`config.mk`:
```
export PLATFORM = sky130hd
export DESIGN_NAME = yuvcd_out_queue
export DESIGN_NICKNAME = d
export VERILOG_FILES = /design/src/yuvcd_pkg.sv /design/src/yuvcd_out_queue.sv
export SDC_FILE = /design/constraint.sdc
export NUM_CORES = 1
export LEC_CHECK = 0
export BUFFER_PORTS_ARGS = -buffer_cell sky130_fd_sc_hd__buf_2
export CORE_UTILIZATION = 30
export CTS_CLUSTER_DIAMETER = 40
export DETAILED_ROUTE_END_ITERATION = 6
export GPL_ROUTABILITY_DRIVEN = 0
export PLACE_DENSITY_LB_ADDON = 0.15
export SLEW_MARGIN = 0
export SYNTH_ARGS = -nofsm -noshare
export SYNTH_HDL_FRONTEND = slang
export SYNTH_SLANG_ARGS = --single-unit
```
`constraint.sdc`:
```
create_clock -name i_clk -period 11 [get_ports i_clk]
set_input_delay 2.2 -clock i_clk [delete_from_list [all_inputs] [get_ports i_clk]]
set_output_delay 2.2 -clock i_clk [all_outputs]
set_load 0.05 [all_outputs]
```
`src/yuvcd_pkg.sv`:
```
// Shared types and constants for the YUV chroma down-sampler and packer.
`timescale 1ns / 1ps

package yuvcd_pkg;

    // Configuration register indexes
    localparam logic [2:0] REG_FRAME_WIDTH  = 3'd0;
    localparam logic [2:0] REG_FRAME_HEIGHT = 3'd1;
    localparam logic [2:0] REG_SAMPLE_BITS  = 3'd2;
    localparam logic [2:0] REG_CHROMA_MODE  = 3'd3;
    localparam logic [2:0] REG_SEMI_PLANAR  = 3'd4;
    localparam logic [2:0] REG_HIGH_ALIGNED = 3'd5;

    // Destination planes
    localparam logic [1:0] PLANE_Y = 2'd0;
    localparam logic [1:0] PLANE_C = 2'd1;
    localparam logic [1:0] PLANE_V = 2'd2;

    // Rescale constants
    localparam logic [31:0] ROUND_BIAS   = 32'd32767;
    localparam logic [16:0] FULL_SCALE   = 17'd65535;
    localparam logic [16:0] FULL_SCALE_2 = 17'd131070;
    localparam logic [4:0]  SAMPLE_MAX   = 5'd16;
    localparam logic [4:0]  SAMPLE_MIN   = 5'd8;

    // Chroma block shape
    typedef enum logic [1:0] {
        MODE_FULL = 2'd0,
        MODE_HALF = 2'd1,
        MODE_QUAD = 2'd2
    } t_mode;

    // Output beat position within one pixel's results
    typedef enum logic [1:0] {
        BEAT_Y = 2'd0,
        BEAT_U = 2'd1,
        BEAT_V = 2'd2
    } t_beat;

    // Per-pixel control decided at input time
    typedef struct packed {
        logic        emit;      // chroma block completes on this pixel
        logic        set_pair;  // even column: load horizontal pair
        logic        wr_line;   // odd flipped row: store pair sum in line store
        t_mode       mode;
        logic [11:0] fr;        // flipped luma row
        logic [11:0] col;       // luma column
        logic [11:0] crow;      // chroma row
        logic [11:0] ccol;      // chroma block column
    } t_pix_ctl;

    // Everything the output queue needs for one pixel
    typedef struct packed {
        logic        emit;
        logic [15:0] y;
        logic [15:0] u;
        logic [15:0] v;
        logic [11:0] fr;
        logic [11:0] col;
        logic [11:0] crow;
        logic [11:0] ccol;
    } t_res;

endpackage

```
`src/yuvcd_out_queue.sv`:
```
// Output register that serializes each pixel's luma and chroma beats.
`timescale 1ns / 1ps

module yuvcd_out_queue
    import yuvcd_pkg::*;
(
    input  logic        i_clk,
    input  logic        i_rst_n,
    input  logic        i_valid,
    output logic        o_ready,
    input  t_res        i_res,
    input  logic        i_semi,
    output logic        o_m_axis_tvalid,
    input  logic        i_m_axis_tready,
    output logic [39:0] o_m_axis_tdata,
    output logic [1:0]  o_m_axis_tuser,
    output logic        o_m_axis_tlast
);

    logic        r_valid;
    t_res        r_res;
    t_beat       r_beat;
    logic        last;
    logic [11:0] row;
    logic [11:0] col;
    logic [15:0] val;
    logic [1:0]  plane;

    assign last    = (r_beat == BEAT_V) || (r_beat == BEAT_Y && !r_res.emit);
    assign o_ready = !r_valid || (i_m_axis_tready && last);

    always_ff @(posedge i_clk) begin
        if (!i_rst_n) begin
            r_valid <= 1'b0;
            r_beat  <= BEAT_Y;
        end else if (o_ready) begin
            r_valid <= i_valid;
            r_beat  <= BEAT_Y;
        end else if (i_m_axis_tready) begin
            r_beat  <= (r_beat == BEAT_Y) ? BEAT_U : BEAT_V;
        end
    end

    always_ff @(posedge i_clk) begin
        if (o_ready && i_valid) begin
            r_res <= i_res;
        end
    end

    // Beat select
    always_comb begin
        case (r_beat)
            BEAT_Y: begin
                plane = PLANE_Y;
                row   = r_res.fr;
                col   = r_res.col;
                val   = r_res.y;
            end
            BEAT_U: begin
                plane = PLANE_C;
                row   = r_res.crow;
                col   = i_semi ? {r_res.ccol[10:0], 1'b0} : r_res.ccol;
                val   = r_res.u;
            end
            default: begin
                plane = i_semi ? PLANE_C : PLANE_V;
                row   = r_res.crow;
                col   = i_semi ? {r_res.ccol[10:0], 1'b1} : r_res.ccol;
                val   = r_res.v;
            end
        endcase
    end

    assign o_m_axis_tvalid = r_valid;
    assign o_m_axis_tdata  = {val, col, row};
    assign o_m_axis_tuser  = plane;
    assign o_m_axis_tlast  = last;

endmodule

```
Yosys cells after proc, flatten, opt, wreduce, memory -nomap -nowiden

Cells that the tools add are included.

Logic and storage cells: 30
Register bits: 100
Input port bits: 102
Output and inout port bits: 45

Eq/ne operators: 2
Bitwise gates (word level): 1
Multiplexer cells: 8
Reductions and logical operators: 9

Operator list:

| operator                                      | count |
|---|---|
| two-way mux 12 bit                            | 3 |
| case mux 16 bit (2 select lines)              | 1 |
| case mux 12 bit (2 select lines)              | 1 |
| two-way mux 2 bit                             | 2 |
| case mux 2 bit (2 select lines)               | 1 |
| logical AND 1 bit                             | 3 |
| == test 2 x 1 -> 1 bit, second input constant | 1 |
| == test 2 bit, second input constant          | 1 |
| zero test 1 bit                               | 2 |
| zero test 2 bit                               | 1 |
| logical OR 1 bit                              | 2 |
| OR reduction 2 bit                            | 1 |
| NOT 1 bit                                     | 1 |

Logic depth before layout (Yosys ltp)

Gate-level depths: netlist of run 1.

Depth after elaboration: 6
Gate-level depth with buffers: 5
Mapped depth without buffers: 3

Least setup slack after synthesis of run 1

Ideal clock, no wire load.

Path type: input to output
Start point: in i_semi
End point: out o_m_axis_tdata[15]
Data arrival time: 3725 ps
Required time: 8800 ps
Buffers on the path: 2
Stages: 4
Path slack: 5075 ps
Cell sequence: buf_2 -> buf_4 -> mux2i_1 -> o21ai_0

Longest elaborated chain between the ends: 2
Elaborated cells on any way between the ends: 3
Those cells by class: mux (3)

RTL lines:

| element                               | line                                         | source |
|---|---|---|
| from (decl)                           | yuvcd_out_queue.sv:12                        | `input logic i_semi,` |
| two-way mux 12 bit (on tied branches) | yuvcd_out_queue.sv:68, yuvcd_out_queue.sv:62 |  |
| case mux 12 bit (2 select lines) *    | yuvcd_out_queue.sv:52                        | `case (r_beat)` |
| to (decl)                             | yuvcd_out_queue.sv:15                        | `output logic [39:0] o_m_axis_tdata,` |

Every way passes the cells marked *; elsewhere a longest branch is shown, timed or not.

Final worst setup path of run 1

Start point: in i_semi
End point: out o_m_axis_tdata[19]

The elaborated chain is that of the path after synthesis.

==> results by group, run 1 <==
Drt
  • TritonRoute pass-1 iters: 4
  • Post-route DRC: 0
  • DR WL/cell: 13.72 µm
  • Final WL: 7558 µm
  • Antenna Nets Post-Route: 0
  • DR vias: 2,271
  • Drt first-iter violations: roughly 120
  • DR vias/cell: 4.122

Power and ir drop
  • Power Internal: 657.3 µW
  • Sequential share of power: 51.6%
  • Final Total Pwr: slightly below 900 µW
  • Net Sw Power: between 200 and 250 µW
  • Static leakage: around 0.0020 µW
  • Clk pwr share: between 30% and 40%
  • Power per cell area: between 150 and 200 nW/µm²
  • Switching power share of the total: around 25%
  • Worst VDD drop: 111.1 µV
  • Combinational Power Share: 11.4%

Layout
  • Nets@finish: 476
  • Antenna Cells: 0
  • Fill cell count: around 1.2k
  • Most frequent cells in the layout: 146 x buf_2, 97 x edfxtp_1, 29 x mux2i_1, 29 x nand2_1, 28 x o21ai_0
  • Fin cells: 551
  • Commonest non-fill, non-tap cell in the layout: buf_2
  • Area growth syn-to-layout: 31.01%
  • Layout cells sized above 1: 46.97%

Global route
  • Initial antenna violation count: 0
  • First-pass GRT wire length: 11,160 µm
  • Largest net degree at the start of global routing: 56
  • Gr usage total: roughly an eighth
  • Total grt overflow: 0
  • Vias in the first global route: 2,147

Floorplanning
  • Die Span Y: between 100 and 150 µm
  • Initial Util: 30.62%
  • Total Die Area: 13,290 µm²
  • Core footprint: 12,570 µm²
  • Die X: 115.3 µm
  • I/O pins: around 150
  • Std cell rows: 41

Setup path
  • Crit path max fanout: 14
  • Largest stage delay, worst path: 0.32 ns
  • Data required, critical path: 8.80 ns
  • Worst path cell trace: buf_2 -> mux2i_1 -> o21ai_0 -> buf_2
  • Reg-to-reg setup timing slack: 8.25 ns
  • Worst Setup Start Kind: input port
  • Buffers and inverters on the worst path: 2
  • Crit path DAT: approximately 3.1 ns
  • Cell repeated most along the worst path: buf_2
  • Delay-heaviest family, CP: buffers and inverters
  • WS Path Type: in2out
  • CP Capture Type: output pin
  • CP max stage cell: buf_2

Clock tree
  • Post-CTS Setup Bufs: 0
  • Clk buf depth: 2
  • Htree depth: 3
  • Clock latency on the worst-skew pair: 0.34 ns
  • CTS tree: built
  • TritonCTS Buffers: 9
  • Worst-path clk slew: 0.07 ns
  • Cts repair resizes: 0
  • Clk sinks: 100
  • Cts hold-fix bufs: 0
  • CTS root buf: clkbuf_16

Timing
  • Final-report hold violation count: 0
  • RSZ-0062 raised after global routing: no
  • Final setup violation count: 0
  • Setup TNS: 0 ns
  • Clock skew: 0.004682 ns
  • Slew margin rel.: between 50% and 60%
  • Final hold slack: 0.5009 ns
  • Actual slew at the worst max-slew pin: approximately 0.70 ns
  • Final worst setup slack: 5.666 ns
  • Pins Over Slew Limit: 0
  • Tmin final: 5.334 ns
  • Final worst path period share: 48.49%
  • Peak Freq: about 190 MHz

Synthesis
  • Count of cell types in the netlist: 21
  • Synth Register Bits: 100
  • Synthesized area per cell: 17.03 µm²
  • Largest cells by area after synthesis: edfxtp_1 76%, mux2i_1 7.5%, o21ai_0 3.6%
  • Yosys warning total: 0
  • Syn Inst Count: 226
  • Post-synth top area share: 75.68%
  • Syn Nets: 328
  • Netlist Area Pre-Place: about 3800 µm²
  • Post-synth top area cell: edfxtp_1
  • Sequential fraction of the synthesis area: around 77%

Placed design
  • Placement Setup Slack: 5.677 ns
  • HPWL Detailed: ~5200 µm
  • Placed cells: 535
  • Port bufs: approximately 150

Job
  • Max cap viols: 0

Hold path
  • Min-Delay Path Class: reg2reg

Outcome
  • Status: completed
-- per-stage QoR --
| step | cell area [µm²] | utilization (%) |
|---|---|---|
| floorplan | 3849 | - |
| global placement | 4737 | 37.69 |
| detailed placement | 4737 | 37.69 |
| CTS | 5042 | 40.12 |
| global route | 5042 | 40.12 |
| finish | 5042 | 40.12 |
-- logic make-up after synthesis --
family          count (synthesis)  synth area share, %
flops                         100                77.24
mux                            41                11.64
simple gates                   40                4.682
compound gates                 31                4.096
buf+inv                        14                2.341
-- Yosys cell counts --
library cell and n:
edfxtp_1 97, mux2i_1 29, nand2_1 29, o21ai_0 28, mux2_2 6, mux2_4 6
nor2_1 5, buf_2 3, buf_4 3, buf_6 3, clkbuf_1 3, dfxtp_1 3
inv_1 2, nor2b_1 2, a21boi_0 1, a21oi_1 1, and2_1 1, nand2b_1 1
nor2_8 1, nor3b_1 1, o21ai_1 1
-- metal layers --
metal  vias to the layer above  part of all wire (%)  GRT usage (%)
li1                       1138                     -              -
met1                      1053                    42          13.83
met2                        69                    50          19.04
met3                        11                   5.5          4.217
met4                         0                   2.2          6.494
met5                         -                     0              0
-- registers in the layout (all words and copies together) (netlist names) --
register and cells:
o_m_axis_tvalid 1, r_res 97, r_beat 2
-- worst register-to-register path, stage by stage, from the launching register on --
cell and delay, ns:
dfxtp_1 0.43, buf_4 0.37, nor2b_1 0.11, o21ai_1 0.21, and2_4 0.52, buf_4 0.70
-- final timing paths --
check | to | cells past startpoint | start
worst max register to register | r_res[55] | 5 | r_beat[1]
worst min register to register | r_beat[0] | 2 | o_m_axis_tvalid
worst max-delay path | o_m_axis_tdata[19] | 4 | i_semi
worst min-delay path | r_beat[0] | 2 | o_m_axis_tvalid
-- power by group through the flow --
stage / sequential (µW) / clock (µW) / combinational [µW]
2_1_floorplan: 461 / 0 / 66.8
3_3_place_gp: 459 / 0 / 101
3_5_place_dp: 460 / 0 / 102
4_1_cts: 451 / 339 / 102
5_1_grt: 453 / 349 / 107
6_report: 451 / 323 / 100
-- area by class of cell --
| type | instances | area, µm² | area share, % |
|---|---|---|---|
| flip-flops and latches | 100 | 2973 | 58.96 |
| multi-input cells | 112 | 788.3 | 15.63 |
| repair buffers | 149 | 753.2 | 14.94 |
| clock buffers | 10 | 229.0 | 4.541 |
| well taps | 172 | 215.2 | 4.268 |
| clock inverters | 6 | 76.32 | 1.514 |
| inverters | 2 | 7.507 | 0.1489 |
Power figures use the tool's default switching activity.
==> run 2, diff against run 1 <==
Clock period 11 ns to 5.07 ns, I/O delays scaled along.
==> run 2 against run 1 <==
  * Clock-buffer cell count is 1 lower
  * Cell area grew 0.69%
  * Final cell count is the same
  * Via count increased by 1.4%
  * Clock power increased by 140%
  * Sequential power grew 120%
  * Critical path type is now reg2out
  * Critical endpoint is now o_m_axis_tdata[33]
  * Largest cell class unchanged
  * Largest power group unchanged
==> results by group, run 2 (same netlist as run 1, synthesis figures left out) <==
Timing
  • Peak Freq: roughly 320 MHz
  • Final setup violation count: 0
  • Clock skew: about 0.0037 ns
  • Tmin final: 3.170 ns
  • Final worst setup slack: 1.900 ns
  • Final-report hold violation count: 0
  • Setup TNS: 0 ns
  • Actual slew at the worst max-slew pin: 1.148 ns
  • Final worst path period share: ~63%
  • RSZ-0062 raised after global routing: no
  • Slew margin rel.: 23.46%
  • Pins Over Slew Limit: 0

Setup path
  • CP Capture Type: output pin
  • Crit path DAT: 2.16 ns
  • CP max stage cell: dfxtp_1
  • Worst R2R Path Depth: 5
  • Crit. path cell count: 4
  • Worst reg2reg startpoint: r_beat[0]
  • Buffers and inverters on the worst path: 2
  • Largest stage delay, worst path: 0.85 ns
  • Crit path max fanout: 12
  • Worst Setup Start Kind: register
  • Worst path cell trace: buf_4 -> mux2i_1 -> o21ai_0 -> buf_2
  • Delay-heaviest family, CP: flip-flops
  • Data required, critical path: 4.06 ns
  • WS Path Type: reg2out
  • Worst Setup SP: r_beat[0]

Global route
  • GRT busiest layer: met2
  • Largest net degree at the start of global routing: 87
  • Grt met1 use: 14.53%
  • Total grt overflow: 0
  • Vias in the first global route: 2,254
  • Initial antenna violation count: 0
  • Met2 Use GR: 18.96%
  • Gr usage total: 12.09%
  • First-pass GRT wire length: 11,580 µm
  • Met3 GRT Util: between 3 and 4%

Placed design
  • HPWL Detailed: approximately 5200 µm
  • Port bufs: 146
  • Placement Setup Slack: 2.019 ns

Hold path
  • Hold depth: 2
  • Min-Delay Path Class: reg2reg
  • Origin of the worst min-delay path: o_m_axis_tvalid

Clock tree
  • CTS root buf: clkbuf_16
  • Clock latency on the worst-skew pair: 0.35 ns
  • Htree depth: 3
  • Clk buf depth: 2
  • TritonCTS Buffers: 9
  • Cts repair resizes: 0
  • Post-CTS Setup Bufs: 0
  • Clk sinks: 100
  • Worst-path clk slew: 0.07 ns
  • CTS tree: built
  • Cts hold-fix bufs: 0

Floorplanning
  • Initial Util: 30.62%
  • Total Die Area: 13,290 µm²
  • Core footprint: ~13,000 µm²
  • Die X: 115.3 µm
  • I/O pins: 147
  • Die Span Y: 115.3 µm
  • Std cell rows: 41

Drt
  • Antenna Nets Post-Route: 0
  • TritonRoute pass-1 iters: 4
  • DR vias/cell: approximately 4.2
  • Post-route DRC: 0
  • Final WL: approximately 7700 µm
  • DR vias: 2,303
  • Drt first-iter violations: 82
  • DR WL/cell: roughly 14 µm

Power and ir drop
  • Sequential share of power: 49.6%
  • Combinational Power Share: 10.9%
  • Power per cell area: 389.5 nW/µm²
  • Worst VDD drop: 190.4 µV
  • Power Internal: 1514 µW
  • Static leakage: 0.002040 µW
  • Clk pwr share: around two fifths
  • Net Sw Power: ~460 µW
  • Switching power share of the total: 23.44%

Layout
  • Area growth syn-to-layout: 31.92%
  • Max reg flops: 97
  • Most flop-heavy register: r_res
  • Final core occ: 40.40%
  • Antenna Cells: 0
  • Most frequent cells in the layout: 146 x buf_2, 97 x edfxtp_1, 29 x mux2i_1, 29 x nand2_1, 28 x o21ai_0
  • Commonest non-fill, non-tap cell in the layout: buf_2
  • Layout cells sized above 1: 46.97%
  • Nets@finish: 476

Job
  • Max cap viols: 0

Outcome
  • Status: completed
==> run 2: worst paths after layout <==
path	to	slack (ns)
setup / recovery	o_m_axis_tdata[33]	1.90
setup reg to reg	r_res[33]	2.25
hold reg to reg	r_beat[1]	0.50
hold / removal	r_beat[1]	0.50
==> run 2: layout make-up <==
class | count | area, µm²
fillers | 1199 | 7491
flip-flops and latches | 100 | 2973
multi-input cells | 112 | 788.3
repair buffers | 149 | 753.2
clock buffers | 9 | 225.2
well taps | 172 | 215.2
clock inverters | 7 | 115.1
inverters | 2 | 7.507
==> run 2: tightest hold or removal path, stage by stage (launching register included) <==
cell     delay [ns]
dfxtp_1        0.32
nand2_1        0.08
nor2_1         0.05
==> run 2: stage by stage <==
stage | power, µW | hold slack [ns] | area, µm² | instances
after detailed placement | 1220 | 0.4932 | 4737 | 535
after floorplan | 1144 | 0.6252 | 3849 | 226
after global routing | 2050 | 0.5419 | 5077 | 551
after global placement | 1216 | 0.4841 | 4737 | 535
final | 1978 | 0.4975 | 5077 | 551
after CTS | 2006 | 0.5052 | 5077 | 551
==> run 2: metal layers <==
layer / share of wire [%] / vias up
met1: 43 / 1080
met4: 2.6 / 0
met2: 49 / 68
li1: - / 1143
met3: 5.3 / 12
met5: 0 / -
==> run 2: power by group through the flow <==
| stage | Sequential [µW] | Clock [µW] | Combinational (µW) |
|---|---|---|---|
| after global placement | 998 | 0 | 218 |
| after floorplan | 999 | 0 | 145 |
| after global routing | 986 | 831 | 233 |
| final | 981 | 780 | 216 |
| after detailed placement | 1000 | 0 | 220 |
| after CTS | 981 | 804 | 220 |
==> run 3, diff against run 2 <==
Clock period 5.07 ns to 2.9 ns, I/O delays scaled along.
==> run 3 against run 2 <==
  * Die area unchanged
  * Critical endpoint is now o_m_axis_tdata[0]
  * First-iteration DRC count increased by 4.9%
  * Global-route usage decreased by 0.26 points
  * Final cell count increased by 0.73%
==> results by group, run 3 (same netlist as run 1, synthesis figures left out) <==
Setup path
  • Delay-heaviest family, CP: simple AND/OR/NAND/NOR gates
  • WS Path Type: reg2out
  • Worst path cell trace: nor2_8 -> mux2_2 -> buf_2
  • Reg-to-reg setup timing slack: 0.86 ns
  • Crit. path cell count: 3
  • Crit path DAT: ~1.9 ns
  • Crit path max fanout: 36
  • Worst R2R Path Depth: 5
  • CP Capture Type: output pin
  • Data required, critical path: 2.32 ns
  • Buffers and inverters on the worst path: 1
  • Largest stage delay, worst path: 0.47 ns
  • CP max stage cell: nor2_8
  • Worst Setup Start Kind: register

Clock tree
  • Clock latency on the worst-skew pair: 0.34 ns
  • Cts hold-fix bufs: 0
  • Worst-path clk slew: ~0.07 ns
  • Clk buf depth: 2
  • CTS root buf: clkbuf_16
  • TritonCTS Buffers: 9
  • CTS tree: built
  • Post-CTS Setup Bufs: 0
  • Clk sinks: 100
  • Htree depth: 3
  • Cts repair resizes: 0

Timing
  • Actual slew at the worst max-slew pin: ~0.53 ns
  • Final setup violation count: 0
  • Setup TNS: 0 ns
  • Final worst path period share: 84.03%
  • Pins Over Slew Limit: 0
  • Peak Freq: 410.3 MHz
  • Final worst setup slack: 0.4630 ns
  • Tmin final: 2.437 ns
  • Clock skew: 0.005975 ns
  • RSZ-0062 raised after global routing: no
  • Slew margin rel.: around two thirds
  • Final-report hold violation count: 0

Drt
  • DR vias/cell: around 4.1
  • Post-route DRC: 0
  • Drt first-iter violations: 86
  • TritonRoute pass-1 iters: 4
  • DR WL/cell: 13.70 µm
  • DR vias: 2,294
  • Antenna Nets Post-Route: 0
  • Final WL: 7606 µm

Layout
  • Nets@finish: 481
  • Fin cells: around 560
  • Final core occ: 40.53%
  • Most frequent cells in the layout: 146 x buf_2, 97 x edfxtp_1, 29 x mux2i_1, 29 x nand2_1, 28 x o21ai_0
  • Layout cells sized above 1: 47.26%
  • Max reg flops: 97
  • Most flop-heavy register: r_res
  • Commonest non-fill, non-tap cell in the layout: buf_2
  • Area growth syn-to-layout: 32.35%
  • Antenna Cells: 0

Global route
  • Vias in the first global route: ~2.2k
  • Gr usage total: 11.83%
  • Total grt overflow: 0
  • First-pass GRT wire length: 11,390 µm
  • Initial antenna violation count: 0
  • Largest net degree at the start of global routing: 37

Power and ir drop
  • Power Internal: about 2600 µW
  • Power per cell area: 655.7 nW/µm²
  • Switching power share of the total: a little under a quarter
  • Combinational Power Share: a little under an eighth
  • Clk pwr share: 37.1%
  • Sequential share of power: approximately 51%
  • Static leakage: 0.002057 µW
  • Net Sw Power: 779.2 µW
  • Worst VDD drop: about 430 µV
  • Final Total Pwr: 3340 µW

Job
  • Max cap viols: 0

Floorplanning
  • Std cell rows: between 40 and 50
  • Total Die Area: around 13,000 µm²
  • Die X: 115.3 µm
  • Die Span Y: 115.3 µm
  • Core footprint: ~13,000 µm²
  • Initial Util: 30.62%
  • I/O pins: 147

Outcome
  • Status: completed

Hold path
  • Min-Delay Path Class: in2reg
  • Hold depth: 1

Placed design
  • Port bufs: 146
  • Placement Setup Slack: 0.7679 ns
  • HPWL Detailed: roughly 5400 µm
  • Placed cells: 540
-- run 3: changes by cell type in the layout (fill, tap and decap cells not counted), sizes merged --
cell	change
buf	+5
bufinv	-1
clkbuf	+1
clkinvlp	-1
-- run 3: power groups by stage --
stage / clock network [µW] / logic [µW] / registers (µW)
floorplan: 0 / 254 / 1740
global placement: 0 / 391 / 1740
detailed placement: 0 / 395 / 1740
CTS: 1280 / 395 / 1710
global route: 1340 / 416 / 1720
finish: 1240 / 389 / 1710
-- run 3: path summary, 6_finish.rpt --
path | startpoint | end
worst min-delay path | i_res[25] | r_res[25]
worst max-delay path | r_beat[1] | o_m_axis_tdata[0]
worst min register to register | o_m_axis_tvalid | r_beat[0]
worst max register to register | r_beat[0] | r_res[58]
-- run 3: layout make-up --
class	instances	area (µm²)
Tap cell	172	215.2
Inverter	2	7.507
Multi-Input combinational cell	112	788.3
Clock buffer	10	229.0
Sequential cell	100	2973
Fill cell	1218	7475
Clock inverter	5	77.57
Timing Repair Buffer	154	803.3
-- run 3: metal layers --
| layer | vias up | global-route usage (%) | share of wire [%] | routed length, µm |
|---|---|---|---|---|
| met3 | 8 | 4.902 | 6.1 | 467 |
| met2 | 72 | 20.80 | 52 | 3977 |
| met4 | 0 | 4.502 | 1.7 | 126 |
| li1 | 1147 | - | - | - |
| met1 | 1067 | 12.67 | 40 | 3034 |
| met5 | - | 0 | 0 | 0 |
-- run 3: per-stage QoR --
stage	hold slack, ns	cell area [µm²]
after floorplan	0.6252	3851
after global placement	0.4852	4787
after detailed placement	0.4945	4787
after CTS	0.3899	5094
after global routing	0.3800	5094
final	0.4098	5094
