## src/yuvcd_pkg.sv

```systemverilog
// Shared types and constants for the YUV chroma down-sampler and packer.
`timescale 1ns / 1ps

package yuvcd_pkg;

    // Configuration register indexes
    localparam logic [2:0] REG_FRAME_WIDTH  = 3'd0;
    localparam logic [2:0] REG_FRAME_HEIGHT = 3'd1;
    localparam logic [2:0] REG_SAMPLE_BITS  = 3'd2;
    localparam logic [2:0] REG_CHROMA_MODE  = 3'd3;
    localparam logic [2:0] REG_SEMI_PLANAR  = 3'd4;
    localparam logic [2:0] REG_HIGH_ALIGNED = 3'd5;

    // Destination planes
    localparam logic [1:0] PLANE_Y = 2'd0;
    localparam logic [1:0] PLANE_C = 2'd1;
    localparam logic [1:0] PLANE_V = 2'd2;

    // Rescale constants
    localparam logic [31:0] ROUND_BIAS   = 32'd32767;
    localparam logic [16:0] FULL_SCALE   = 17'd65535;
    localparam logic [16:0] FULL_SCALE_2 = 17'd131070;
    localparam logic [4:0]  SAMPLE_MAX   = 5'd16;
    localparam logic [4:0]  SAMPLE_MIN   = 5'd8;

    // Chroma block shape
    typedef enum logic [1:0] {
        MODE_FULL = 2'd0,
        MODE_HALF = 2'd1,
        MODE_QUAD = 2'd2
    } t_mode;

    // Output beat position within one pixel's results
    typedef enum logic [1:0] {
        BEAT_Y = 2'd0,
        BEAT_U = 2'd1,
        BEAT_V = 2'd2
    } t_beat;

    // Per-pixel control decided at input time
    typedef struct packed {
        logic        emit;      // chroma block completes on this pixel
        logic        set_pair;  // even column: load horizontal pair
        logic        wr_line;   // odd flipped row: store pair sum in line store
        t_mode       mode;
        logic [11:0] fr;        // flipped luma row
        logic [11:0] col;       // luma column
        logic [11:0] crow;      // chroma row
        logic [11:0] ccol;      // chroma block column
    } t_pix_ctl;

    // Everything the output queue needs for one pixel
    typedef struct packed {
        logic        emit;
        logic [15:0] y;
        logic [15:0] u;
        logic [15:0] v;
        logic [11:0] fr;
        logic [11:0] col;
        logic [11:0] crow;
        logic [11:0] ccol;
    } t_res;

endpackage

```

## src/yuvcd_scale_stage.sv

```systemverilog
// Pipeline stage that rescales raw 16-bit channels to the configured sample depth.
`timescale 1ns / 1ps

module yuvcd_scale_stage
    import yuvcd_pkg::*;
#(
    parameter int AW = 11
) (
    input  logic                 i_clk,
    input  logic                 i_rst_n,
    input  logic                 i_valid,
    output logic                 o_ready,
    input  logic [2:0][15:0]     i_raw,
    input  logic [4:0]           i_bits,
    input  t_pix_ctl             i_ctl,
    input  logic [AW-1:0]        i_cx,
    output logic                 o_valid,
    input  logic                 i_ready,
    output logic [2:0][15:0]     o_val,
    output t_pix_ctl             o_ctl,
    output logic [AW-1:0]        o_cx
);

    logic              r_valid;
    logic [2:0][31:0]  r_x;
    t_pix_ctl          r_ctl;
    logic [AW-1:0]     r_cx;
    logic [2:0][31:0]  n_x;

    assign o_ready = !r_valid || i_ready;

    // Numerator v*(2^bits-1)+32767. At 8 bits the raw byte is placed at
    // bit 16 so the quotient below returns it unchanged.
    always_comb begin
        for (int k = 0; k < 3; k++) begin
            if (i_bits <= SAMPLE_MIN) begin
                n_x[k] = {8'h00, i_raw[k][7:0], 16'h0000};
            end else begin
                n_x[k] = ({16'h0000, i_raw[k]} << i_bits) - {16'h0000, i_raw[k]} + ROUND_BIAS;
            end
        end
    end

    always_ff @(posedge i_clk) begin
        if (!i_rst_n) begin
            r_valid <= 1'b0;
        end else if (o_ready) begin
            r_valid <= i_valid;
        end
    end

    always_ff @(posedge i_clk) begin
        if (o_ready && i_valid) begin
            r_x   <= n_x;
            r_ctl <= i_ctl;
            r_cx  <= i_cx;
        end
    end

    // Divide by 65535: q0 = x>>16, remainder q0 + low half, at most two corrections
    always_comb begin
        logic [16:0] rem;
        for (int k = 0; k < 3; k++) begin
            rem = {1'b0, r_x[k][15:0]} + {1'b0, r_x[k][31:16]};
            o_val[k] = r_x[k][31:16] + {15'd0, (rem >= FULL_SCALE)}
                                     + {15'd0, (rem >= FULL_SCALE_2)};
        end
    end

    assign o_valid = r_valid;
    assign o_ctl   = r_ctl;
    assign o_cx    = r_cx;

endmodule

```

## config.mk

```make
export PLATFORM = sky130hd
export DESIGN_NAME = yuvcd_scale_stage
export DESIGN_NICKNAME = d
export VERILOG_FILES = /design/src/yuvcd_pkg.sv /design/src/yuvcd_scale_stage.sv
export SDC_FILE = /design/constraint.sdc
export NUM_CORES = 1
export LEC_CHECK = 0
export BUFFER_PORTS_ARGS = -buffer_cell sky130_fd_sc_hd__buf_4
export CAP_MARGIN = 20
export CORE_MARGIN = 5
export CORE_UTILIZATION = 60
export DETAILED_ROUTE_END_ITERATION = 10
export PLACE_DENSITY_LB_ADDON = 0.15
export SLEW_MARGIN = 20
export SYNTH_ARGS = -nofsm -noshare
export SYNTH_HDL_FRONTEND = slang
export SYNTH_SLANG_ARGS = --single-unit
```

## constraint.sdc

```tcl
create_clock -name i_clk -period 12.5 [get_ports i_clk]
set_clock_uncertainty 0.05 [all_clocks]
set_input_delay 2.5 -clock i_clk [delete_from_list [all_inputs] [get_ports i_clk]]
set_output_delay 2.5 -clock i_clk [all_outputs]
set_load 0.005 [all_outputs]
```

### Yosys cells after proc, flatten, opt, wreduce, memory -nomap -nowiden

Cells that the tools add are included.
Widths: inputs -> output; s select.

* register bits after elaboration: 161
* latch bits: 0
* memory bits (writable): 0
* memory bits (read-only): 0
* bits of input ports: 121
* output and inout bits: 114
* logic and storage cells: 47
* memories kept: 0

* add/sub/neg operators: 15
* $mul: 0
* divide/modulo/power cells: 0
* order comparisons: 7
* eq/ne operators: 0
* shift operators: 3
* mux-type cells: 3
* bitwise logic cells: 0
* reduce and logical (&&, ||, !) cells: 3

Operator list (count)
* $add 16x1->16: 6
* $add 32x15->32 const B: 3
* $shl 16x5->32: 3
* $sub 32x16->32: 3
* $mux 24: 3
* $add 16x16->17: 3
* $ge 17x16->1 const B: 3
* $ge 17x17->1 const B: 3
* $le 5x4->1 const B: 1
* $logic_and 1x1->1: 1
* $logic_not 1->1: 1
* $logic_or 1x1->1: 1

### Longest topological paths before layout

Gate-level depths: netlist of run 1.

* depth in word-level cells: 4
* depth in mapped cells: 22
* mapped depth without buffers: 18

### Worst setup path after synthesis of run 1

Ideal clock, no wire load.

* kind: input port to flip-flop
* start: input i_ready
* end: register r_ctl (netlist bit o_ctl[0]) (enable)
* library setup time: 539 ps
* arrival: 6320 ps
* required time: 11911 ps
* setup slack: 5591 ps
* cell stages on the path: 2
* path buffers: 0
* cells stage by stage: nand2b_1 and2_1

* word-level cells in the longest chain between the ends: 2

RTL lines
* start, declared: RTL line yuvcd_scale_stage.sv:18 `input logic i_ready,`
* $logic_or 1x1->1: RTL line yuvcd_scale_stage.sv:30 `assign o_ready = !r_valid || i_ready;`
* $logic_and 1x1->1: RTL line yuvcd_scale_stage.sv:53 `if (o_ready && i_valid) begin`
* end signal, assigned: RTL line yuvcd_scale_stage.sv:55 `r_ctl <= i_ctl;`
* end, declared: RTL line yuvcd_scale_stage.sv:26 `t_pix_ctl r_ctl;`

Every way passes these cells.
A chain may end at the register's enable or synchronous reset.

==> qor.csv, run 1 <==
metric,value,unit
Post-Syn Area per Cell,8.68,sq um
synthesis-to-finish area growth,15.1,%
Syn Nets,2321,
max_cap viols,0,
CTS Buf Count,17,
CP Capture Type,output port,
synthesized instance count,2002,
Slew Limit Fails,0,
CTS tree,done,
CTS H-tree depth,4,
"EDFF count, synth",160,
initial core utilization,0.607,
Detail Route Antenna Nets,0,
top routing layer in use,met4,
worst hold-check path type,register to register,
I/O Buffers,234,
layout cells sized above 1,0.159,
R2R cell count,3,
global-route wire length before repair,82.2,mm
1st-iter DRT viols,1776,
routed vias,16300,
fraction of registers with async set/reset,0,
"flops & latches, synth",161,
Final period util,0.655,
Ant. Diodes,0,
post-CTS repair timing setup buffer count,0,
YS warnings,0,
min Tclk post-route,8190,ps
"Reg clk slew, reported paths",70,ps
Reg-to-Reg End,r_x[76]$_SDFFCE_PP0P_,
WHS Path Cells,2,
clk sink count,161,
"Hold Vio Cnt, Final",0,
Die Y,180,microns
worst rel slew slack,0.314,
"Clk Latency, worst-skew pair",440,ps
"Distinct cells, synth",78,
crit start category,register,
NumNets Final,2507,
I/O pin cnt,235,
fin util,0.699,
Post-synth top flop,edfxtp_1,
RSZ-0062 raised after global routing,false,
post_cts resized,0,
critical path peak fanout,3,
wire length per cell,20.4,microns
Die X,180,microns
fmax,122,MHz
Crit. Startpoint,r_x[80]$_DFFE_PP_,
met3 wire len,4.39,mm
Setup Viol. Count Final,0,
core area,0.0286,sq mm
placer congestion estimate,0.966,
sequential cell area fraction in the yosys report,0.278,
setup TNS,0,ps
Setup crit end,o_val[44],
VDD IR-drop max,89.4,uV
Synth Cell Area,0.0174,sq mm
DRC viols,0,
Root Driver,clkbuf_16,
Hold Buf Count CTS,0,
vias per inst,6.32,
site row count,62,
WP data required,9950,ps
antenna violations before repair,0,
DP HPWL,41.2,mm
WP data arrival,5640,ps
status,"finished, final reports clean",
largest net degree at the start of global routing,78,
GRT Total Usage,0.310,
leakage,9.16,nW
drt pass-1 iters,6,
clock buffer depth,2,
WS Path Type,register to output port,
GR Overflow Total,0,
Reg2Reg Setup Slack,10330,ps
vias in the first global route,15400,
Die ar.,0.0324,sq mm
detailed-route wire length,52.7,mm
WL met1,21.8,mm
pin slew with the least headroom to its limit,1030,ps
pwr dens,125,mW/mm^2
metal2 WL,25.2,mm
Reg-to-Reg Start,o_valid$_SDFFE_PN0N_,
[power by group]
group	switching (W)	internal [W]
clock	0.000248	0.000323
sequential	0.0000561	0.000682
combinational	0.000668	0.000513
[Yosys cell counts, types with 18 or more instances]
library cell / n / area share
a21oi_1: 130 / 0.037
mux2_2: 25 / 0.016
edfxtp_1: 160 / 0.28
o22ai_1: 18 / 0.0065
a22oi_1: 18 / 0.0078
xor2_1: 38 / 0.019
nor3_1: 41 / 0.012
a21o_1: 77 / 0.033
nand4_1: 21 / 0.0076
mux2i_1: 65 / 0.037
a31oi_1: 26 / 0.0094
nand2_1: 169 / 0.037
ha_1: 189 / 0.14
xnor2_1: 67 / 0.034
nor2_1: 178 / 0.038
and2_1: 25 / 0.0090
nand3_1: 44 / 0.013
inv_1: 161 / 0.035
o21ai_0: 102 / 0.029
and3_1: 36 / 0.013
nor2b_1: 37 / 0.013
clkbuf_1: 46 / 0.0099
a211oi_1: 26 / 0.011
mux4_2: 20 / 0.026
o21a_1: 33 / 0.014
[stage by stage]
stage / hold slack, ps / power (W) / worst slack [ps] / instance area (sq um) / instances
after floorplan: 487 / 0.00155 / 5590 / 17400 / 2002
after global placement: 473 / 0.00188 / 4680 / 19400 / 2553
after detailed placement: 516 / 0.00190 / 4480 / 19400 / 2553
after CTS: 528 / 0.00247 / 4430 / 20000 / 2585
after global routing: 550 / 0.00264 / 4100 / 20000 / 2585
final: 527 / 0.00249 / 4310 / 20000 / 2585
[how the worst min path moves through the flow]
stage | start | end | slack [ps]
after floorplan | o_valid$_SDFFE_PN0N_ | o_valid$_SDFFE_PN0N_ | 490
after global placement | o_valid$_SDFFE_PN0N_ | o_valid$_SDFFE_PN0N_ | 470
after detailed placement | o_valid$_SDFFE_PN0N_ | o_valid$_SDFFE_PN0N_ | 520
after CTS | o_valid$_SDFFE_PN0N_ | o_valid$_SDFFE_PN0N_ | 530
after global routing | o_valid$_SDFFE_PN0N_ | o_valid$_SDFFE_PN0N_ | 550
final | o_valid$_SDFFE_PN0N_ | o_valid$_SDFFE_PN0N_ | 530
[layout by cell type, fill, tap and decap left out, drive strengths merged, types with 8 or more instances in the layout]
| cell type | instances |
|---|---|
| edfxtp | 160 |
| a211oi | 26 |
| nand2b | 17 |
| a31oi | 26 |
| mux2 | 25 |
| nand4 | 21 |
| mux4 | 20 |
| o22ai | 18 |
| o22a | 12 |
| buf | 241 |
| a2111oi | 9 |
| fa | 9 |
| mux2i | 65 |
| o31ai | 8 |
| inv | 169 |
| nor2 | 178 |
| a21o | 77 |
| xor2 | 38 |
| nor3b | 9 |
| nor2b | 38 |
| or2 | 11 |
| ha | 189 |
| xnor2 | 67 |
| or3 | 10 |
| o21a | 33 |
| a21oi | 132 |
| and3 | 36 |
| clkbuf | 18 |
| and2 | 25 |
| nand2 | 169 |
| nor3 | 41 |
| a22oi | 20 |
| o21bai | 10 |
| o21ai | 105 |
| o211ai | 14 |
| nand3 | 44 |
[final cells by class]
type | instances | area (sq um)
Clock inverter | 14 | 195
Tap cell | 384 | 480
Fill cell | 2305 | 8630
Clock buffer | 18 | 429
Inverter | 162 | 608
Multi-Input combinational cell | 1605 | 11700
Timing Repair Buffer | 241 | 1810
Sequential cell | 161 | 4820
[worst max-delay path, cell delays in order, from the launching register on]
cell       delay, ps
edfxtp_1         360
ha_1             180
inv_1             60
fa_1             370
nor2b_1          160
nor4_1           440
o311ai_1         160
or4_1            590
a2111oi_0        530
nor4b_2          320
nand3_1          180
fa_1             430
inv_1            110
ha_1             220
nand3_1          210
or2_2            400
nor2_1           150
xor2_1           170
buf_4            130
[logic make-up after synthesis]
logic type / share of synthesized area
mux: 0.0796
simple gates: 0.175
fa+ha+maj: 0.147
xor+xnor: 0.0529
buf+inv: 0.0522
flops: 0.278
compound gates: 0.216
[sequential cells by signal, summed over array words and instances (netlist names)]
signal	cells
o_ctl	53
r_x	96
o_cx	11
o_valid	1
[per-layer routing]
metal	vias to the layer above	GRT usage
met5	-	0
met4	0	0.0802
met3	96	0.0559
met2	776	0.529
met1	7694	0.411
li1	7782	-
(Power assumes the default switching activity.)
==> run 2: changes to the inputs <==
- CORE_UTILIZATION: 60 -> 54
- clock period: 12.5 -> 7.4 ns (I/O delays scaled with it)
==> run 2 against run 1 <==
- count of clock-buffer cells in the layout down 1
- critical endpoint is now o_val[46]
- largest power group unchanged
- sequential share of layout area down 0.093 points
- wire length up 1.8%
==> qor.csv, run 2 (synthesis results as in run 1) <==
metric,value,unit,change
Setup Viol. Count Final,0,,unchanged
clk sink count,161,,unchanged
fmax,141,MHz,
leakage,9.18,nW,+0.24%
clock buffer depth,2,,unchanged
# fillers,2767,,+20%
Seq pwr share,0.298,,+0.002
Detail Route Antenna Nets,0,,unchanged
post_cts resized,0,,unchanged
Clock power frac,0.221,,-0.008
Hold Buf Count CTS,0,,unchanged
switching share of power,0.400,,+0.00961
NumNets Final,2511,,+0.16%
"Clk Latency, worst-skew pair",450,ps,about the same
worst rel slew slack,0.319,,+0.00422
DP HPWL,42.0,mm,+2.0%
initial core utilization,0.549,,-0.0578
Setup crit end,o_val[46],,
WHS,510,ps,-16.7 ps
crit start category,register,,
wire length per cell,20.6,microns,+0.97%
post-route cell area,0.0201,sq mm,+0.39%
pin slew with the least headroom to its limit,1020,ps,-6.34 ps
core area,0.0316,sq mm,+11%
RSZ-0062 raised after global routing,false,,
Ant. Diodes,0,,unchanged
I/O pin cnt,235,,unchanged
min Tclk post-route,7070,ps,
drt pass-1 iters,5,,-1
pwr dens,208,mW/mm^2,+67%
Post-DP Area,0.0194,sq mm,+0.34%
I/O Buffers,234,,unchanged
1st-iter DRT viols,1411,,-21%
post-CTS repair timing setup buffer count,0,,unchanged
fin util,0.635,,-0.0641
DRC viols,0,,unchanged
worst hold-check path type,register to register,,
Root Driver,clkbuf_16,,
Die X,189,microns,+5.1%
critical path peak fanout,3,,unchanged
"commonest non-fill, non-tap cell in the layout",buf_4,,
GR Overflow Total,0,,unchanged
Largest register FFs,96,,unchanged
Crit. Startpoint,r_x[80]$_DFFE_PP_,,
CTS Buf Count,17,,unchanged
detailed-route wire length,53.6,mm,+1.8%
Reg-to-Reg End,r_x[75]$_SDFFCE_PP0P_,,
CTS H-tree depth,4,,unchanged
Die ar.,0.0358,sq mm,+10%
WS Path Type,register to output port,,
"Hold Vio Cnt, Final",0,,unchanged
CTS tree,done,,
vias per inst,6.24,,-1.3%
Reg-to-Reg Start,o_valid$_SDFFE_PN0N_,,
status,"finished, final reports clean",,
WP data required,5870,ps,-4080 ps
Net Sw Power,0.00167,W,+72%
VDD IR-drop max,152,uV,+70%
Comb pwr share,0.481,,+0.007
global-route wire length before repair,83.5,mm,+1.6%
Reg2Reg Setup Slack,5630,ps,-4700 ps
Final period util,0.955,,
WP data arrival,5540,ps,-100 ps
vias in the first global route,15500,,+1.1%
Biggest register,r_x,,
synthesis-to-finish area growth,15.6,%,
R2R cell count,3,,unchanged
site row count,65,,+4.8%
Design Power,0.00418,W,+68%
placer congestion estimate,0.958,,-0.88%
Die Y,189,microns,+5.1%
"Reg clk slew, reported paths",70,ps,about the same
max_cap viols,0,,unchanged
Internal,0.00251,W,+65%
antenna violations before repair,0,,unchanged
CP Capture Type,output port,,
setup TNS,0,ps,unchanged
GRT Total Usage,0.290,,-0.0197
layout cells sized above 1,0.161,,+0.00243
Slew Limit Fails,0,,unchanged
most frequent cells in the layout,"buf_4 (244), ha_1 (189), nor2_1 (178), nand2_1 (169), inv_1 (161)",,
largest net degree at the start of global routing,161,,+110%
routed vias,16300,,-0.50%
-- run 2: cell types whose count changed in the layout (fill, tap and decap cells not counted) --
cell and change:
nor4_2 +1, clkinv_4 -1, buf_4 +3, nor4b_4 +1, clkbuf_1 -1, a2111oi_0 -1, clkinv_8 +6, buf_12 +1
clkinv_2 +1, inv_8 -3, a2111oi_1 +1, nor4b_2 -1, bufinv_16 -2, nor4_1 -1
-- run 2: worst min path at each step --
| stage | start | end | cells past startpoint |
|---|---|---|---|
| 2_1_floorplan | o_valid$_SDFFE_PN0N_ | o_valid$_SDFFE_PN0N_ | 2 |
| 3_3_place_gp | o_valid$_SDFFE_PN0N_ | o_valid$_SDFFE_PN0N_ | 2 |
| 3_5_place_dp | o_valid$_SDFFE_PN0N_ | o_valid$_SDFFE_PN0N_ | 2 |
| 4_1_cts | o_valid$_SDFFE_PN0N_ | o_valid$_SDFFE_PN0N_ | 2 |
| 5_1_grt | o_valid$_SDFFE_PN0N_ | o_valid$_SDFFE_PN0N_ | 2 |
| 6_report | o_valid$_SDFFE_PN0N_ | o_valid$_SDFFE_PN0N_ | 2 |
-- run 2: power by group through the flow --
stage / registers [W] / logic (W) / clock network [W]
2_1_floorplan: 0.00123 / 0.00138 / 0
3_3_place_gp: 0.00126 / 0.00193 / 0
3_5_place_dp: 0.00126 / 0.00196 / 0
4_1_cts: 0.00124 / 0.00198 / 0.000942
5_1_grt: 0.00125 / 0.00220 / 0.000980
6_report: 0.00124 / 0.00201 / 0.000923
-- run 2: per-layer routing --
layer  vias to the layer above  GRT usage  routed length [microns]
met2                       678      0.486                    25100
met1                      7704      0.383                    23300
met5                         -          0                        0
li1                       7787          -                        -
met3                        97     0.0522                     3630
met4                         0     0.0957                     1580
-- run 2: cell type report --
type                            count  area (sq um)  share of cell area
Timing Repair Buffer              245          1850              0.0922
Tap cell                          402           503              0.0251
Clock buffer                       17           425              0.0212
Inverter                          162           608              0.0303
Multi-Input combinational cell   1605         11700               0.581
Clock inverter                     15           195             0.00972
Sequential cell                   161          4820               0.240
-- run 2: metrics by stage --
stage                     setup WS [ps]  instances
after CTS                           138       2607
after global placement              804       2575
after global routing               44.4       2607
after floorplan                    1510       2002
after detailed placement            677       2575
final                               330       2607
-- run 2: worst max-delay path, stage by stage (launching register included) --
cell,delay [ps]
edfxtp_1,370
ha_1,190
inv_1,70
fa_1,370
nor2b_1,170
nor4_2,350
o311ai_1,170
or4_1,630
a2111oi_1,470
nor4b_4,310
nand3_1,180
fa_1,440
inv_1,110
ha_1,220
nand3_1,210
or2_2,390
nor2_1,130
xor2_1,180
buf_4,130
==> run 3: changes to the inputs <==
- CORE_UTILIZATION: 54 -> 46
==> run 3 against run 2 <==
- clock power up 1%
- critical path depth is the same
- non-clock buffer count is the same
- critical endpoint is now o_val[44]
- largest cell class unchanged
- largest power group unchanged
- highest routed layer is now met5
==> qor.csv, run 3 (synthesis results as in run 1) <==
metric,value,unit,change
Net Sw Power,0.00167,W,+0.11%
fmax,142,MHz,+0.51%
CP Capture Type,output port,,
pwr dens,207,mW/mm^2,-0.45%
placer congestion estimate,0.957,,-0.11%
GRT Total Usage,0.251,,-0.0397
Root Driver,clkbuf_16,,
"delay-heaviest family, CP",simple AND/OR/NAND/NOR gates,,
Crit-path slowest cell,or4_1,,
CTS Buf Count,17,,unchanged
CTS H-tree depth,4,,unchanged
Post-Layout Cell Count,2716,,+4.2%
R2R cell count,3,,unchanged
Slew Limit Fails,0,,unchanged
Comb pwr share,0.479,,-0.002
GR Overflow Total,0,,unchanged
"Reg clk slew, reported paths",70,ps,about the same
Largest register FFs,96,,unchanged
CP Depth,18,,unchanged
Setup Viol. Count Final,0,,unchanged
Die X,204,microns,+7.9%
Clock power frac,0.224,,+0.003
WS Path Type,register to output port,,
placed cells,2684,,+4.2%
Die ar.,0.0417,sq mm,+16%
"Critical Path, Cell by Cell",ha_1 > inv_1 > fa_1 > nor2b_1 > nor4_1 > o311ai_1 > or4_1 > a2111oi_1 > nor4b_2 > nand3_1 > fa_1 > inv_1 > ha_1 > nand3_1 > or2_2 > nor2_1 > xor2_1 > buf_4,,
RSZ-0062 raised after global routing,false,,
wire length per cell,19.9,microns,-3.0%
antenna violations before repair,1,,+1
Ant. Diodes,0,,unchanged
drt pass-1 iters,6,,+1
site row count,71,,+9.2%
status,"finished, final reports clean",,
worst hold-check path type,register to register,,
Detail Route Antenna Nets,0,,unchanged
detailed-route wire length,54.2,mm,+1.0%
initial core utilization,0.463,,-0.0857
worst rel slew slack,0.398,,+0.0791
Final period util,0.951,,-0.00486
critical path peak fanout,3,,unchanged
min Tclk post-route,7030,ps,-35.9 ps
DP HPWL,43.0,mm,+2.3%
Post-DP Area,0.0196,sq mm,+0.67%
synthesis-to-finish area growth,16.3,%,
leakage,9.19,nW,about the same
Reg2Reg Setup Slack,5080,ps,-550 ps
DRC viols,0,,unchanged
CP peak stage delay,600,ps,-30 ps
Seq pwr share,0.297,,about the same
Die Y,204,microns,+7.9%
layout cells sized above 1,0.161,,-0.000454
clk sink count,161,,unchanged
Setup crit end,o_val[44],,
Reg-to-Reg End,r_x[95]$_SDFFCE_PP0P_,,
NumNets Final,2511,,unchanged
setup TNS,0,ps,unchanged
largest net degree at the start of global routing,75,,-53%
global-route wire length before repair,83.3,mm,-0.26%
most frequent cells in the layout,"buf_4 (245), ha_1 (189), nor2_1 (178), nand2_1 (169), inv_1 (161)",,
clock buffer depth,2,,unchanged
post-CTS repair timing setup buffer count,0,,unchanged
routed vias,16000,,-1.5%
Biggest register,r_x,,
max_cap viols,0,,unchanged
VDD IR-drop max,172,uV,+13%
I/O pin cnt,235,,unchanged
post-route cell area,0.0202,sq mm,+0.65%
vias per inst,5.90,,-5.4%
"Hold Vio Cnt, Final",0,,unchanged
I/O Buffers,234,,unchanged
WP data required,5870,ps,about the same
"Clk Latency, worst-skew pair",450,ps,about the same
WHS Path Cells,2,,unchanged
switching share of power,0.400,,about the same
vias in the first global route,15200,,-2.3%
pin slew with the least headroom to its limit,901,ps,-121 ps
# fillers,3578,,+29%
Internal,0.00251,W,+0.25%
"commonest non-fill, non-tap cell in the layout",buf_4,,
1st-iter DRT viols,1356,,-3.9%
CTS tree,done,,
Reg-to-Reg Start,o_valid$_SDFFE_PN0N_,,
crit start category,register,,
worst path bufs/invs,3,,unchanged
core area,0.0375,sq mm,+18%
WP data arrival,5500,ps,-40 ps
Crit. Startpoint,r_x[80]$_DFFE_PP_,,
## run 3: worst min-delay path, cell delays in order, from the launching register on
cell and delay, ps:
dfxtp_1 320, nand2b_1 100, a21boi_0 90
## run 3: power groups by stage
stage	sequential (W)	clock [W]	combinational (W)
2_1_floorplan	0.00123	0	0.00138
3_3_place_gp	0.00126	0	0.00196
3_5_place_dp	0.00126	0	0.00197
4_1_cts	0.00124	0.000957	0.00199
5_1_grt	0.00125	0.000999	0.00221
6_report	0.00125	0.000936	0.00200
## run 3: per-layer routing
| metal | track usage | up-vias | share of wire |
|---|---|---|---|
| li1 | - | 7799 | - |
| met1 | 0.343 | 7616 | 0.45 |
| met2 | 0.408 | 530 | 0.46 |
| met3 | 0.0411 | 83 | 0.061 |
| met4 | 0.0797 | 2 | 0.028 |
| met5 | 0 | - | 0.00026 |
## run 3: worst min path at each step
stage                         start                    to
2_1_floorplan  o_valid$_SDFFE_PN0N_  o_valid$_SDFFE_PN0N_
3_3_place_gp   o_valid$_SDFFE_PN0N_  o_valid$_SDFFE_PN0N_
3_5_place_dp   o_valid$_SDFFE_PN0N_  o_valid$_SDFFE_PN0N_
4_1_cts        o_valid$_SDFFE_PN0N_  o_valid$_SDFFE_PN0N_
5_1_grt        o_valid$_SDFFE_PN0N_  o_valid$_SDFFE_PN0N_
6_report       o_valid$_SDFFE_PN0N_  o_valid$_SDFFE_PN0N_
## run 3: through the flow
step	hold slack, ps	power, W	setup slack (ps)	utilization
2_1_floorplan	487	0.00262	1510	-
3_3_place_gp	475	0.00322	905	0.522
3_5_place_dp	497	0.00324	845	0.522
4_1_cts	510	0.00419	316	0.539
5_1_grt	566	0.00447	0.112	0.539
6_report	507	0.00419	366	0.539
## run 3: area by class of cell
| type | count | area, sq um | area share |
|---|---|---|---|
| Multi-Input combinational cell | 1605 | 11700 | 0.577 |
| Sequential cell | 161 | 4820 | 0.239 |
| Timing Repair Buffer | 245 | 1840 | 0.0910 |
| Tap cell | 511 | 639 | 0.0316 |
| Inverter | 162 | 608 | 0.0301 |
| Clock buffer | 17 | 425 | 0.0211 |
| Clock inverter | 15 | 210 | 0.0104 |
## run 3: timing repair
item | in CTS | in global routing
endpoints found under the setup margin | 0 | 3
gates resized for setup | 0 | 1
hold buffers | 0 | 0
